--- config.mk ---
export PLATFORM = sky130hd
export DESIGN_NAME = bounded_deque_with_search_top
export DESIGN_NICKNAME = d
export VERILOG_FILES = /design/src/rtl/core/bdq_pkg.sv /design/src/rtl/core/bdq_fifo.sv /design/src/rtl/core/bdq_front.sv /design/src/rtl/core/bdq_back.sv /design/src/rtl/core/bounded_deque_with_search_top.sv
export SDC_FILE = /design/constraint.sdc
export NUM_CORES = 1
export LEC_CHECK = 0
export BUFFER_PORTS_ARGS = -buffer_cell sky130_fd_sc_hd__buf_2
export CORE_MARGIN = 10
export CORE_UTILIZATION = 30
export CTS_BUF_LIST = sky130_fd_sc_hd__clkbuf_4 sky130_fd_sc_hd__clkbuf_8
export CTS_CLUSTER_DIAMETER = 80
export DETAILED_ROUTE_END_ITERATION = 7
export PLACE_DENSITY = 0.43
export SKIP_CTS_REPAIR_TIMING = 1
export SYNTH_ARGS = -nofsm -noshare
export SYNTH_HDL_FRONTEND = slang
export SYNTH_SLANG_ARGS = --single-unit
export TNS_END_PERCENT = 10
--- constraint.sdc ---
create_clock -name i_clk -period 11.5 [get_ports i_clk]
set_input_delay 1.725 -clock i_clk [delete_from_list [all_inputs] [get_ports i_clk]]
set_output_delay 1.725 -clock i_clk [all_outputs]
set_load 0.005 [all_outputs]
--- src/rtl/core/bdq_pkg.sv ---
// Shared types and codes for the bounded deque with search.
// No dependencies; used by bdq_front, bdq_back and the top level.
package bdq_pkg;

    // request operation codes on the func field
    localparam logic [2:0] FUNC_PUSH_FRONT = 3'd0;
    localparam logic [2:0] FUNC_PUSH_REAR  = 3'd1;
    localparam logic [2:0] FUNC_POP_FRONT  = 3'd2;
    localparam logic [2:0] FUNC_POP_REAR   = 3'd3;
    localparam logic [2:0] FUNC_SEARCH     = 3'd4;

    // result status codes
    localparam logic [1:0] ST_OK    = 2'd0;
    localparam logic [1:0] ST_EMPTY = 2'd1;
    localparam logic [1:0] ST_FULL  = 2'd2;

    typedef enum logic [2:0] {
        OP_PUSH_FRONT,
        OP_PUSH_REAR,
        OP_POP_FRONT,
        OP_POP_REAR,
        OP_SEARCH,
        OP_NONE
    } t_op;

    typedef struct packed {
        logic [2:0]         func;
        logic signed [31:0] value;
    } t_req;

    typedef struct packed {
        t_op                op;
        logic signed [31:0] value;
    } t_cmd;

    typedef struct packed {
        logic signed [31:0] popped;
        logic               found;
        logic [1:0]         status;
        logic [4:0]         occupancy;
    } t_res;

endpackage

--- src/rtl/core/bdq_fifo.sv ---
// Two-word queue used between front and back and on the result side.
// Depends on nothing but the word type handed in as a parameter.
module bdq_fifo #(
    parameter type T = logic
) (
    input  logic i_clk,
    input  logic i_rst_n,
    input  logic i_push,
    input  T     i_data,
    output logic o_full,
    input  logic i_pop,
    output T     o_data,
    output logic o_empty
);

    T           r_data [2];
    logic       r_wr;
    logic       r_rd;
    logic [1:0] r_cnt;

    logic w_wr_en;
    logic w_rd_en;

    assign o_full  = (r_cnt == 2'd2);
    assign o_empty = (r_cnt == 2'd0);
    assign o_data  = r_data[r_rd];
    assign w_wr_en = i_push & ~o_full;
    assign w_rd_en = i_pop & ~o_empty;

    always_ff @(posedge i_clk) begin
        if (!i_rst_n) begin
            r_wr  <= 1'b0;
            r_rd  <= 1'b0;
            r_cnt <= 2'd0;
        end else begin
            if (w_wr_en) begin
                r_wr <= ~r_wr;
            end
            if (w_rd_en) begin
                r_rd <= ~r_rd;
            end
            r_cnt <= r_cnt + {1'b0, w_wr_en} - {1'b0, w_rd_en};
        end
    end

    always_ff @(posedge i_clk) begin
        if (w_wr_en) begin
            r_data[r_wr] <= i_data;
        end
    end

endmodule

--- src/rtl/core/bdq_front.sv ---
// Front end: takes requests and decodes func into an operation word.
// Depends on bdq_pkg.
module bdq_front (
    input  logic          i_clk,
    input  logic          i_rst_n,
    input  logic          i_push,
    input  bdq_pkg::t_req i_req,
    output logic          o_full,
    output logic          o_cmd_valid,
    output bdq_pkg::t_cmd o_cmd,
    input  logic          i_cmd_ready
);

    logic          r_valid;
    logic          n_valid;
    bdq_pkg::t_cmd r_cmd;
    bdq_pkg::t_cmd n_cmd;
    logic          w_take;

    assign o_full      = r_valid & ~i_cmd_ready;
    assign w_take      = i_push & ~o_full;
    assign o_cmd_valid = r_valid;
    assign o_cmd       = r_cmd;

    always_comb begin
        n_valid     = w_take | (r_valid & ~i_cmd_ready);
        n_cmd       = r_cmd;
        if (w_take) begin
            n_cmd.value = i_req.value;
            unique case (i_req.func)
                bdq_pkg::FUNC_PUSH_FRONT: n_cmd.op = bdq_pkg::OP_PUSH_FRONT;
                bdq_pkg::FUNC_PUSH_REAR:  n_cmd.op = bdq_pkg::OP_PUSH_REAR;
                bdq_pkg::FUNC_POP_FRONT:  n_cmd.op = bdq_pkg::OP_POP_FRONT;
                bdq_pkg::FUNC_POP_REAR:   n_cmd.op = bdq_pkg::OP_POP_REAR;
                bdq_pkg::FUNC_SEARCH:     n_cmd.op = bdq_pkg::OP_SEARCH;
                default:                  n_cmd.op = bdq_pkg::OP_NONE;
            endcase
        end
    end

    always_ff @(posedge i_clk) begin
        if (!i_rst_n) begin
            r_valid <= 1'b0;
        end else begin
            r_valid <= n_valid;
        end
    end

    always_ff @(posedge i_clk) begin
        r_cmd <= n_cmd;
    end

endmodule

--- src/rtl/core/bdq_back.sv ---
// Back end: ring store, head pointer and count; runs one operation at a time.
// Searches walk the held entries one memory read per cycle. Depends on bdq_pkg.
module bdq_back #(
    parameter int DEPTH = 16,
    parameter int WIDTH = 32
) (
    input  logic          i_clk,
    input  logic          i_rst_n,
    input  logic          i_cmd_valid,
    input  bdq_pkg::t_cmd i_cmd,
    output logic          o_cmd_pop,
    output logic          o_res_push,
    output bdq_pkg::t_res o_res,
    input  logic          i_res_full
);

    localparam int AW = $clog2(DEPTH);
    localparam int CW = $clog2(DEPTH + 1);
    localparam logic [AW-1:0] LAST    = AW'(DEPTH - 1);
    localparam logic [AW:0]   DEPTH_W = (AW + 1)'(DEPTH);
    localparam logic [CW-1:0] DEPTH_C = CW'(DEPTH);

    typedef enum logic [3:0] {
        S_IDLE   = 4'b0001,
        S_READ   = 4'b0010,
        S_SEARCH = 4'b0100,
        S_OUT    = 4'b1000
    } t_state;

    function automatic logic [AW-1:0] f_next(input logic [AW-1:0] i);
        return (i == LAST) ? '0 : i + 1'b1;
    endfunction

    function automatic logic [AW-1:0] f_prev(input logic [AW-1:0] i);
        return (i == '0) ? LAST : i - 1'b1;
    endfunction

    // head + offset, offset <= DEPTH, folded back into the ring
    function automatic logic [AW-1:0] f_wrap(input logic [AW:0] s);
        logic [AW:0] t;
        t = (s >= DEPTH_W) ? s - DEPTH_W : s;
        return t[AW-1:0];
    endfunction

    function automatic logic [4:0] f_occ(input logic [CW-1:0] c);
        logic [31:0] t;
        t = 32'(c);
        return t[4:0];
    endfunction

    t_state         r_state, n_state;
    logic [AW-1:0]  r_head, n_head;
    logic [CW-1:0]  r_count, n_count;
    bdq_pkg::t_res  r_res, n_res;
    logic [WIDTH-1:0] r_key, n_key;
    logic [AW-1:0]  r_idx, n_idx;
    logic [CW-1:0]  r_left, n_left;

    logic [WIDTH-1:0] r_mem [DEPTH];
    logic [WIDTH-1:0] r_rdata;
    logic             w_we;
    logic [AW-1:0]    w_waddr;
    logic             w_re;
    logic [AW-1:0]    w_raddr;

    logic [63:0]      w_val_ext;
    logic [WIDTH-1:0] w_val;
    logic [63:0]      w_rd_ext;
    logic [AW:0]      w_tail_sum;
    logic             w_is_full;
    logic             w_is_empty;

    assign w_val_ext  = {32'd0, i_cmd.value};
    assign w_val      = w_val_ext[WIDTH-1:0];
    assign w_rd_ext   = 64'(r_rdata);
    assign w_tail_sum = {1'b0, r_head} + (AW + 1)'(r_count);
    assign w_is_full  = (r_count >= DEPTH_C);
    assign w_is_empty = (r_count == '0);
    assign o_res      = r_res;

    always_comb begin
        n_state    = r_state;
        n_head     = r_head;
        n_count    = r_count;
        n_res      = r_res;
        n_key      = r_key;
        n_idx      = r_idx;
        n_left     = r_left;
        w_we       = 1'b0;
        w_waddr    = f_wrap(w_tail_sum);
        w_re       = 1'b0;
        w_raddr    = r_idx;
        o_cmd_pop  = 1'b0;
        o_res_push = 1'b0;

        unique case (r_state)
            S_IDLE: begin
                if (i_cmd_valid) begin
                    o_cmd_pop       = 1'b1;
                    n_res.popped    = '0;
                    n_res.found     = 1'b0;
                    n_res.status    = bdq_pkg::ST_OK;
                    n_res.occupancy = f_occ(r_count);
                    n_state         = S_OUT;
                    unique case (i_cmd.op)
                        bdq_pkg::OP_PUSH_FRONT: begin
                            if (w_is_full) begin
                                n_res.status = bdq_pkg::ST_FULL;
                            end else begin
                                w_we            = 1'b1;
                                w_waddr         = f_prev(r_head);
                                n_head          = f_prev(r_head);
                                n_count         = r_count + 1'b1;
                                n_res.occupancy = f_occ(r_count + 1'b1);
                            end
                        end
                        bdq_pkg::OP_PUSH_REAR: begin
                            if (w_is_full) begin
                                n_res.status = bdq_pkg::ST_FULL;
                            end else begin
                                w_we            = 1'b1;
                                n_count         = r_count + 1'b1;
                                n_res.occupancy = f_occ(r_count + 1'b1);
                            end
                        end
                        bdq_pkg::OP_POP_FRONT: begin
                            if (w_is_empty) begin
                                n_res.status = bdq_pkg::ST_EMPTY;
                            end else begin
                                w_re            = 1'b1;
                                w_raddr         = r_head;
                                n_head          = f_next(r_head);
                                n_count         = r_count - 1'b1;
                                n_res.occupancy = f_occ(r_count - 1'b1);
                                n_state         = S_READ;
                            end
                        end
                        bdq_pkg::OP_POP_REAR: begin
                            if (w_is_empty) begin
                                n_res.status = bdq_pkg::ST_EMPTY;
                            end else begin
                                w_re            = 1'b1;
                                w_raddr         = f_wrap(w_tail_sum - 1'b1);
                                n_count         = r_count - 1'b1;
                                n_res.occupancy = f_occ(r_count - 1'b1);
                                n_state         = S_READ;
                            end
                        end
                        bdq_pkg::OP_SEARCH: begin
                            if (!w_is_empty) begin
                                // first read goes out now, compare next cycle
                                w_re    = 1'b1;
                                w_raddr = r_head;
                                n_idx   = f_next(r_head);
                                n_left  = r_count;
                                n_key   = w_val;
                                n_state = S_SEARCH;
                            end
                        end
                        default: begin
                            // spare codes: plain OK word, nothing touched
                        end
                    endcase
                end
            end
            S_READ: begin
                n_res.popped = w_rd_ext[31:0];
                n_state      = S_OUT;
            end
            S_SEARCH: begin
                // r_rdata holds the entry read last cycle; r_left counts it too
                priority if (r_rdata == r_key) begin
                    n_res.found = 1'b1;
                    n_state     = S_OUT;
                end else if (r_left == CW'(1)) begin
                    n_state = S_OUT;
                end else begin
                    w_re    = 1'b1;
                    w_raddr = r_idx;
                    n_idx   = f_next(r_idx);
                    n_left  = r_left - 1'b1;
                end
            end
            S_OUT: begin
                if (!i_res_full) begin
                    o_res_push = 1'b1;
                    n_state    = S_IDLE;
                end
            end
            default: begin
                n_state = S_IDLE;
            end
        endcase
    end

    always_ff @(posedge i_clk) begin
        if (!i_rst_n) begin
            r_state <= S_IDLE;
            r_head  <= '0;
            r_count <= '0;
        end else begin
            r_state <= n_state;
            r_head  <= n_head;
            r_count <= n_count;
        end
    end

    always_ff @(posedge i_clk) begin
        r_res  <= n_res;
        r_key  <= n_key;
        r_idx  <= n_idx;
        r_left <= n_left;
    end

    always_ff @(posedge i_clk) begin
        if (w_we) begin
            r_mem[w_waddr] <= w_val;
        end
        if (w_re) begin
            r_rdata <= r_mem[w_raddr];
        end
    end

    a_count_bound: assert property (@(posedge i_clk) disable iff (!i_rst_n)
        r_count <= DEPTH_C)
        else $error("entry count above depth");

    a_head_bound: assert property (@(posedge i_clk) disable iff (!i_rst_n)
        r_head <= LAST)
        else $error("head pointer outside ring");

    a_search_left: assert property (@(posedge i_clk) disable iff (!i_rst_n)
        (r_state == S_SEARCH) |-> (r_left != '0) && (r_left <= $past(r_count)))
        else $error("search walk count out of range");

    a_pop_reads: assert property (@(posedge i_clk) disable iff (!i_rst_n)
        (r_state == S_IDLE) && i_cmd_valid && !w_is_empty &&
        ((i_cmd.op == bdq_pkg::OP_POP_FRONT) || (i_cmd.op == bdq_pkg::OP_POP_REAR))
        |=> (r_state == S_READ) && (r_count == $past(r_count) - 1'b1))
        else $error("pop did not read and shrink the store");

endmodule

--- src/rtl/core/bounded_deque_with_search_top.sv ---
// Top level of the bounded deque with search: front decoder, command queue,
// execution back end and result queue. Depends on bdq_pkg and the bdq_* modules.
//
//  channel   ports                     accepted when
//  request   push, full, i_req         push && !full
//  result    pop, empty, o_res         pop && !empty
//
// The back end runs one operation at a time; a search walks the held entries from the
// head, one ring read a cycle, and stops at the first match or after the last entry.
// The front register and command queue sit ahead of it and keep taking requests
// while the back end works, until they fill; the result queue holds two results.
// Reset (synchronous, active low) empties the deque; store contents are not cleared.
module bounded_deque_with_search_top #(
    parameter int DEPTH = 16,
    parameter int WIDTH = 32
) (
    input  logic          i_clk,
    input  logic          i_rst_n,
    input  logic          push,
    output logic          full,
    input  bdq_pkg::t_req i_req,
    input  logic          pop,
    output logic          empty,
    output bdq_pkg::t_res o_res
);

    logic          w_fe_valid;
    bdq_pkg::t_cmd w_fe_cmd;
    logic          w_cq_full;
    logic          w_cq_empty;
    bdq_pkg::t_cmd w_cq_cmd;
    logic          w_cmd_pop;
    logic          w_res_push;
    bdq_pkg::t_res w_res;
    logic          w_rq_full;

    bdq_front u_front (
        .i_clk       (i_clk),
        .i_rst_n     (i_rst_n),
        .i_push      (push),
        .i_req       (i_req),
        .o_full      (full),
        .o_cmd_valid (w_fe_valid),
        .o_cmd       (w_fe_cmd),
        .i_cmd_ready (~w_cq_full)
    );

    bdq_fifo #(
        .T (bdq_pkg::t_cmd)
    ) u_cmd_q (
        .i_clk   (i_clk),
        .i_rst_n (i_rst_n),
        .i_push  (w_fe_valid),
        .i_data  (w_fe_cmd),
        .o_full  (w_cq_full),
        .i_pop   (w_cmd_pop),
        .o_data  (w_cq_cmd),
        .o_empty (w_cq_empty)
    );

    bdq_back #(
        .DEPTH (DEPTH),
        .WIDTH (WIDTH)
    ) u_back (
        .i_clk       (i_clk),
        .i_rst_n     (i_rst_n),
        .i_cmd_valid (~w_cq_empty),
        .i_cmd       (w_cq_cmd),
        .o_cmd_pop   (w_cmd_pop),
        .o_res_push  (w_res_push),
        .o_res       (w_res),
        .i_res_full  (w_rq_full)
    );

    bdq_fifo #(
        .T (bdq_pkg::t_res)
    ) u_res_q (
        .i_clk   (i_clk),
        .i_rst_n (i_rst_n),
        .i_push  (w_res_push),
        .i_data  (w_res),
        .o_full  (w_rq_full),
        .i_pop   (pop),
        .o_data  (o_res),
        .o_empty (empty)
    );

endmodule
* Word level (Yosys, flattened, before mapping) *
Memory sizes are Yosys's and may differ from the RTL's. A register that Yosys moved wholly into a read port is not among the register bits.
Cells that the tools add are included.

operators by class
  muxes and demuxes = 71
  add/subtract/negate cells = 14
  equality and inequality tests = 28
  bitwise gates (word level) = 17
  order comparisons = 3
  reductions and logical operators = 22

operator list
  kind                 count
  $mux 4               25
  $pmux 32 s2          1
  $mux 40              1
  $mux 5               7
  $eq 32x32->1         1
  $pmux 4 s2           4
  $mux 1               25
  $pmux 5 s2           2
  $ne 2x2->1 const B   8
  $pmux 4 s4           1
  $ge 5x5->1 const B   3
  $pmux 3 s5           1
  $sub 5x1->5 const B  3
  $pmux 7 s2           1
  $eq 3x2->1 const B   4
  $eq 4x4->1 const B   3
  $sub 4x1->4 const B  3
  $not 1->1            10
  $reduce_and 3->1     3
  $add 4x1->4 const B  2
  $reduce_bool 2->1    4
  $and 1x1->1          6
  $eq 3x1->1 const B   2
  $eq 3x3->1 const B   2
  other kinds (24)     33

storage, ports and cells
  input bits = 39
  bits in registers = 138
  memory bits (writable) = 662
  memories = 3
  logic and storage cells = 177

memories
  memory          words  width  rd ports  clocked after Yosys merged registers in  write ports  RTL line        source
  u_back.r_mem    16     32     1         1                                        1            bdq_back.sv:59  logic [WIDTH-1:0] r_mem [DEPTH];
  u_res_q.r_data  2      40     1         1                                        1            bdq_fifo.sv:16  T r_data [2];
  u_cmd_q.r_data  2      35     1         1                                        1            bdq_fifo.sv:16

* Logic depth before layout (Yosys ltp) *
  depth after elaboration = 8
  depth in mapped cells = 13
  mapped depth without buffers = 10

* Modules after synthesis *
A second synthesis with hierarchy kept.

unflattened totals
  cells, all modules = 2108
  area, all modules = 32852.8 um^2

by module, submodules not included
  module                         cells each  instances  area an instance (um^2)
  bdq_back                       1777        1          25683.4
  bdq_fifo at u_res_q            151         1          3131.8
  bdq_fifo at u_cmd_q            136         1          2914.0
  bdq_front                      42          1          1116.1
  bounded_deque_with_search_top  2           1          7.5

* Least setup slack after synthesis *
Ideal clock, no wire load.

  path kind = reg2reg
  from = register with a tool-made name
  to = memory u_back.r_mem[13][0], enable pin
  data arrival time = 3.433 ns
  path buffers = 1
  setup slack = 7.646 ns
  setup time = 0.421 ns
  clock period less this slack = 3.854 ns
  stages on the path, launching flop included = 9
  required time = 11.079 ns
  path through = dfxtp_1 clkbuf_1 mux2i_1 nand3_1 nor3_1 nand2_1 mux2_2 nand2_1 nor2_1

RTL lines
  what              RTL line
  end: declaration  bdq_back.sv:59

==> summary.txt <==
Floorplanning
  • Die width: 361 um
  • Initial core utilization: 0.303
  • # IOs: 81
  • CORE AREA: 115000 um2
  • FP Rows: 124
  • Die height: 361 um
  • Die Footprint: 130000 um2

Routing
  • Total Wirelength: 92700 um
  • Initial DRT Pass Iterations: 5
  • Number of DRC markers in iteration 0: 1315
  • Routed len/inst: 24.0 um
  • Post-route ant nets: 0
  • Detailed-route DRC error count: 0
  • Vias: 19400
  • Post-DR vias/cell: 5.04

Synth
  • Syn Area/Cell: 16.4 um2
  • Syn nets: 2182
  • Post-synth EDFFs: 810
  • Seq cells post-synth: 834
  • Netlist cell types: 64
  • Ys flop type: edfxtp_1
  • Synth async-reset ratio: 0
  • Synthesis Warnings: 0
  • Seq/Total Area, Yosys: 0.713
  • Synthesized instance count: 2125
  • Synthesized area: 34800 um2

Min path
  • Hold Path Class: reg -> reg

Worst setup path
  • Largest stage delay on the critical path: 0.92 ns
  • Crit path max fanout: 66
  • Worst setup path category: reg -> reg
  • Crit path launch type: register
  • CP Data Arrival Time: 5.92 ns
  • Req. time, crit path: 12.02 ns
  • Crit path top cell by count: buf_4
  • CP cell instances: buf_4, mux2i_1, nand2_1, a21boi_4, buf_4, mux2i_4, buf_4, buf_4, mux2_2, o2111ai_1, nand4_1
  • Critical Path Slowest Stage Cell: buf_4
  • R2R Setup Slk: 6.10 ns
  • Worst Setup End Kind: register

Placement
  • PortBufs: 80
  • RD Place Congestion: 0.754
  • # placed instances: 3586
  • HPWL Detailed: 49700 um
  • Setup WS pre-CTS: 6.09 ns

Timing
  • Final period util: 0.470
  • Max Slew Vio Count: 0
  • Clk_skew: 0.0451 ns
  • Rel. slew slack: 0.139
  • Worst Max-Slew Pin Slew: 1.29 ns
  • Final Critical Period: 5.40 ns
  • F_max: 185 MHz
  • Setup ws final: 6.10 ns
  • Hold WS: 0.435 ns
  • RSZ-0062 raised after global routing: false
  • Setup TNS: 0 ns
  • Setup-failing EPs final: 0
  • Final hold violation count: 0

CTS
  • Clock slew at reported path FFs: 0.06 ns
  • CTS max path bufs: 3
  • Worst skew pair latency: 0.82 ns
  • Clock buffer count from CTS: 151
  • CTS tree: built
  • TritonCTS Sinks: 834
  • CTS root buf: clkbuf_8
  • H-tree depth: 4

Finish
  • Final Non-Filler Cells: 3858
  • Share of cells above drive strength 1: 0.231
  • # fillers: 11000
  • Final net count: 2284
  • Synth-to-Final Area Change: 14.5%

Power and ir drop
  • Sequential power share: 0.477
  • Clock Power Share: 0.331
  • Leak: 0.0126 uW
  • Psw: 2420 uW
  • Total power draw: 8050 uW
  • Power Dens Cells: 202 nW/um2
  • P_int: 5640 uW
  • Max VDD drop: 0.000109 V
  • Combinational share of power: 0.191
  • Switching share of power: 0.300

Job
  • Max Cap Viol: 0

Global route
  • GRT Resource Usage Total: 0.139
  • Antenna violations before repair: 5
  • First-pass GRT wire length: 137000 um
  • GRT Residual Overflow: 0
  • Number of global-route vias before repair: 19900
  • Largest net degree at the start of global routing: 149

Run status
  • Status: complete, no violations
## power groups by stage
stage | clock network [uW] | logic (uW) | registers, uW
4_1_cts | 2780 | 1560 | 3850
3_3_place_gp | 0 | 1530 | 3900
2_1_floorplan | 0 | 1050 | 3830
5_1_grt | 2910 | 1700 | 3860
6_report | 2670 | 1540 | 3840
3_5_place_dp | 0 | 1560 | 3910
## path summary, 6_finish.rpt
check / start / to / cells past startpoint
max: register / u_back.r_rdata[16]$_DFFE_PP_ / 11
min: u_front.o_cmd[16]$_DFFE_PP_ / u_cmd_q.r_data[0][16]$_DFFE_PP_ / 0
max reg2reg: register / u_back.r_rdata[16]$_DFFE_PP_ / 11
min reg2reg: u_front.o_cmd[16]$_DFFE_PP_ / u_cmd_q.r_data[0][16]$_DFFE_PP_ / 0
## cell type report
class | count | area [um2] | share of cell area
clock inverter | 59 | 319 | 0.00801
timing repair buffer | 126 | 783 | 0.0197
antenna | 3 | 7.51 | 0.000189
tap | 1512 | 1890 | 0.0475
clock buffer | 210 | 2550 | 0.0639
sequential | 834 | 24800 | 0.623
inverter | 22 | 82.6 | 0.00207
multi-input combinational | 1092 | 9390 | 0.236
## sequential cells by signal, summed over array words and instances (netlist names), 4 cells and up, named ones only
register        cells
u_back.r_state      4
u_cmd_q.r_data     70
u_front.o_cmd      35
u_back.r_idx        4
u_back.o_res       40
u_back.r_mem      512
u_back.r_count      5
u_back.r_head       4
u_res_q.r_data     80
u_back.r_left       5
u_back.r_key       32
u_back.r_rdata     32
## per-layer routing
| metal | wire length, um | vias to the layer above | global-route usage |
|---|---|---|---|
| li1 | - | 8890 | - |
| met3 | 4630 | 150 | 0.0316 |
| met5 | 0 | - | 0 |
| met4 | 2410 | 0 | 0.0482 |
| met1 | 43000 | 9888 | 0.186 |
| met2 | 42700 | 501 | 0.222 |
## cells in the final DEF, fill, tap and decap left out, types with 5 or more instances in the layout
master and count:
edfxtp_1 810, a211oi_1 258, clkbuf_8 155, mux2_2 143, mux2i_1 134, o2111ai_1 128
buf_2 80, mux2_1 63, clkbuf_4 55, and2_1 47, xnor2_1 46, buf_4 43
nand4_1 40, clkinv_1 37, nand2_1 36, o21ai_0 25, inv_1 22, dfxtp_1 22
nor2_1 20, nor2_4 18, ha_1 17, a21oi_1 13, nor2b_1 10, clkinv_2 9
nand3_1 8, nor3_1 8, xor2_1 7, a21o_1 5, o21a_1 5, clkinvlp_4 5
## cell families (layout without fill, tap and decap cells)
| family | after synthesis | after routing | synth area share |
|---|---|---|---|
| adders and majority gates | 18 | 18 | 0.00669 |
| muxes | 341 | 341 | 0.106 |
| buffers and inverters | 199 | 417 | 0.0246 |
| DFF | 834 | 834 | 0.713 |
| and+or+nand+nor | 212 | 212 | 0.0331 |
| xor gates and xnor gates | 53 | 53 | 0.0133 |
| other | 0 | 3 | 0 |
| AOI/OAI and AO/OA | 468 | 468 | 0.104 |
## Yosys cell counts, types with 4 or more instances
library cell / instances / area (um2)
buf_2: 17 / 85.1
a21o_1: 6 / 45.0
mux2_2: 143 / 1610
nor2_1: 38 / 143
nand3_1: 8 / 40.0
o2111ai_1: 128 / 1120
nand2_1: 37 / 139
buf_1: 10 / 37.5
edfxtp_1: 810 / 24300
inv_1: 22 / 82.6
and3_1: 4 / 25.0
dfxtp_1: 24 / 480
o21a_1: 5 / 37.5
and2_1: 48 / 300
a21oi_1: 14 / 70.1
nor3_1: 8 / 40.0
clkbuf_1: 133 / 499
a211oi_1: 258 / 1940
xnor2_1: 46 / 403
buf_6: 6 / 67.6
o21ai_0: 25 / 125
nand4_1: 40 / 250
ha_1: 17 / 213
buf_4: 11 / 82.6
mux2i_1: 135 / 1350
nor2b_1: 11 / 68.8
mux2_1: 63 / 709
xor2_1: 7 / 61.3
## stage by stage
step / util / instance area, um2
2_1_floorplan: - / 34800
3_3_place_gp: 0.322 / 36900
3_5_place_dp: 0.322 / 36900
4_1_cts: 0.347 / 39800
5_1_grt: 0.347 / 39800
6_report: 0.347 / 39800
## worst max-delay path: cells and delay by family, from the launching register on
family	cells	cell delay [ns]
multiplexers	3	1.34
AO/OA/AOI/OAI	2	0.41
AND/OR/NAND/NOR	2	0.48
flip-flops	1	0.31
buffers and inverters	4	2.42
Note: power is estimated with default switching activity, not from simulation.
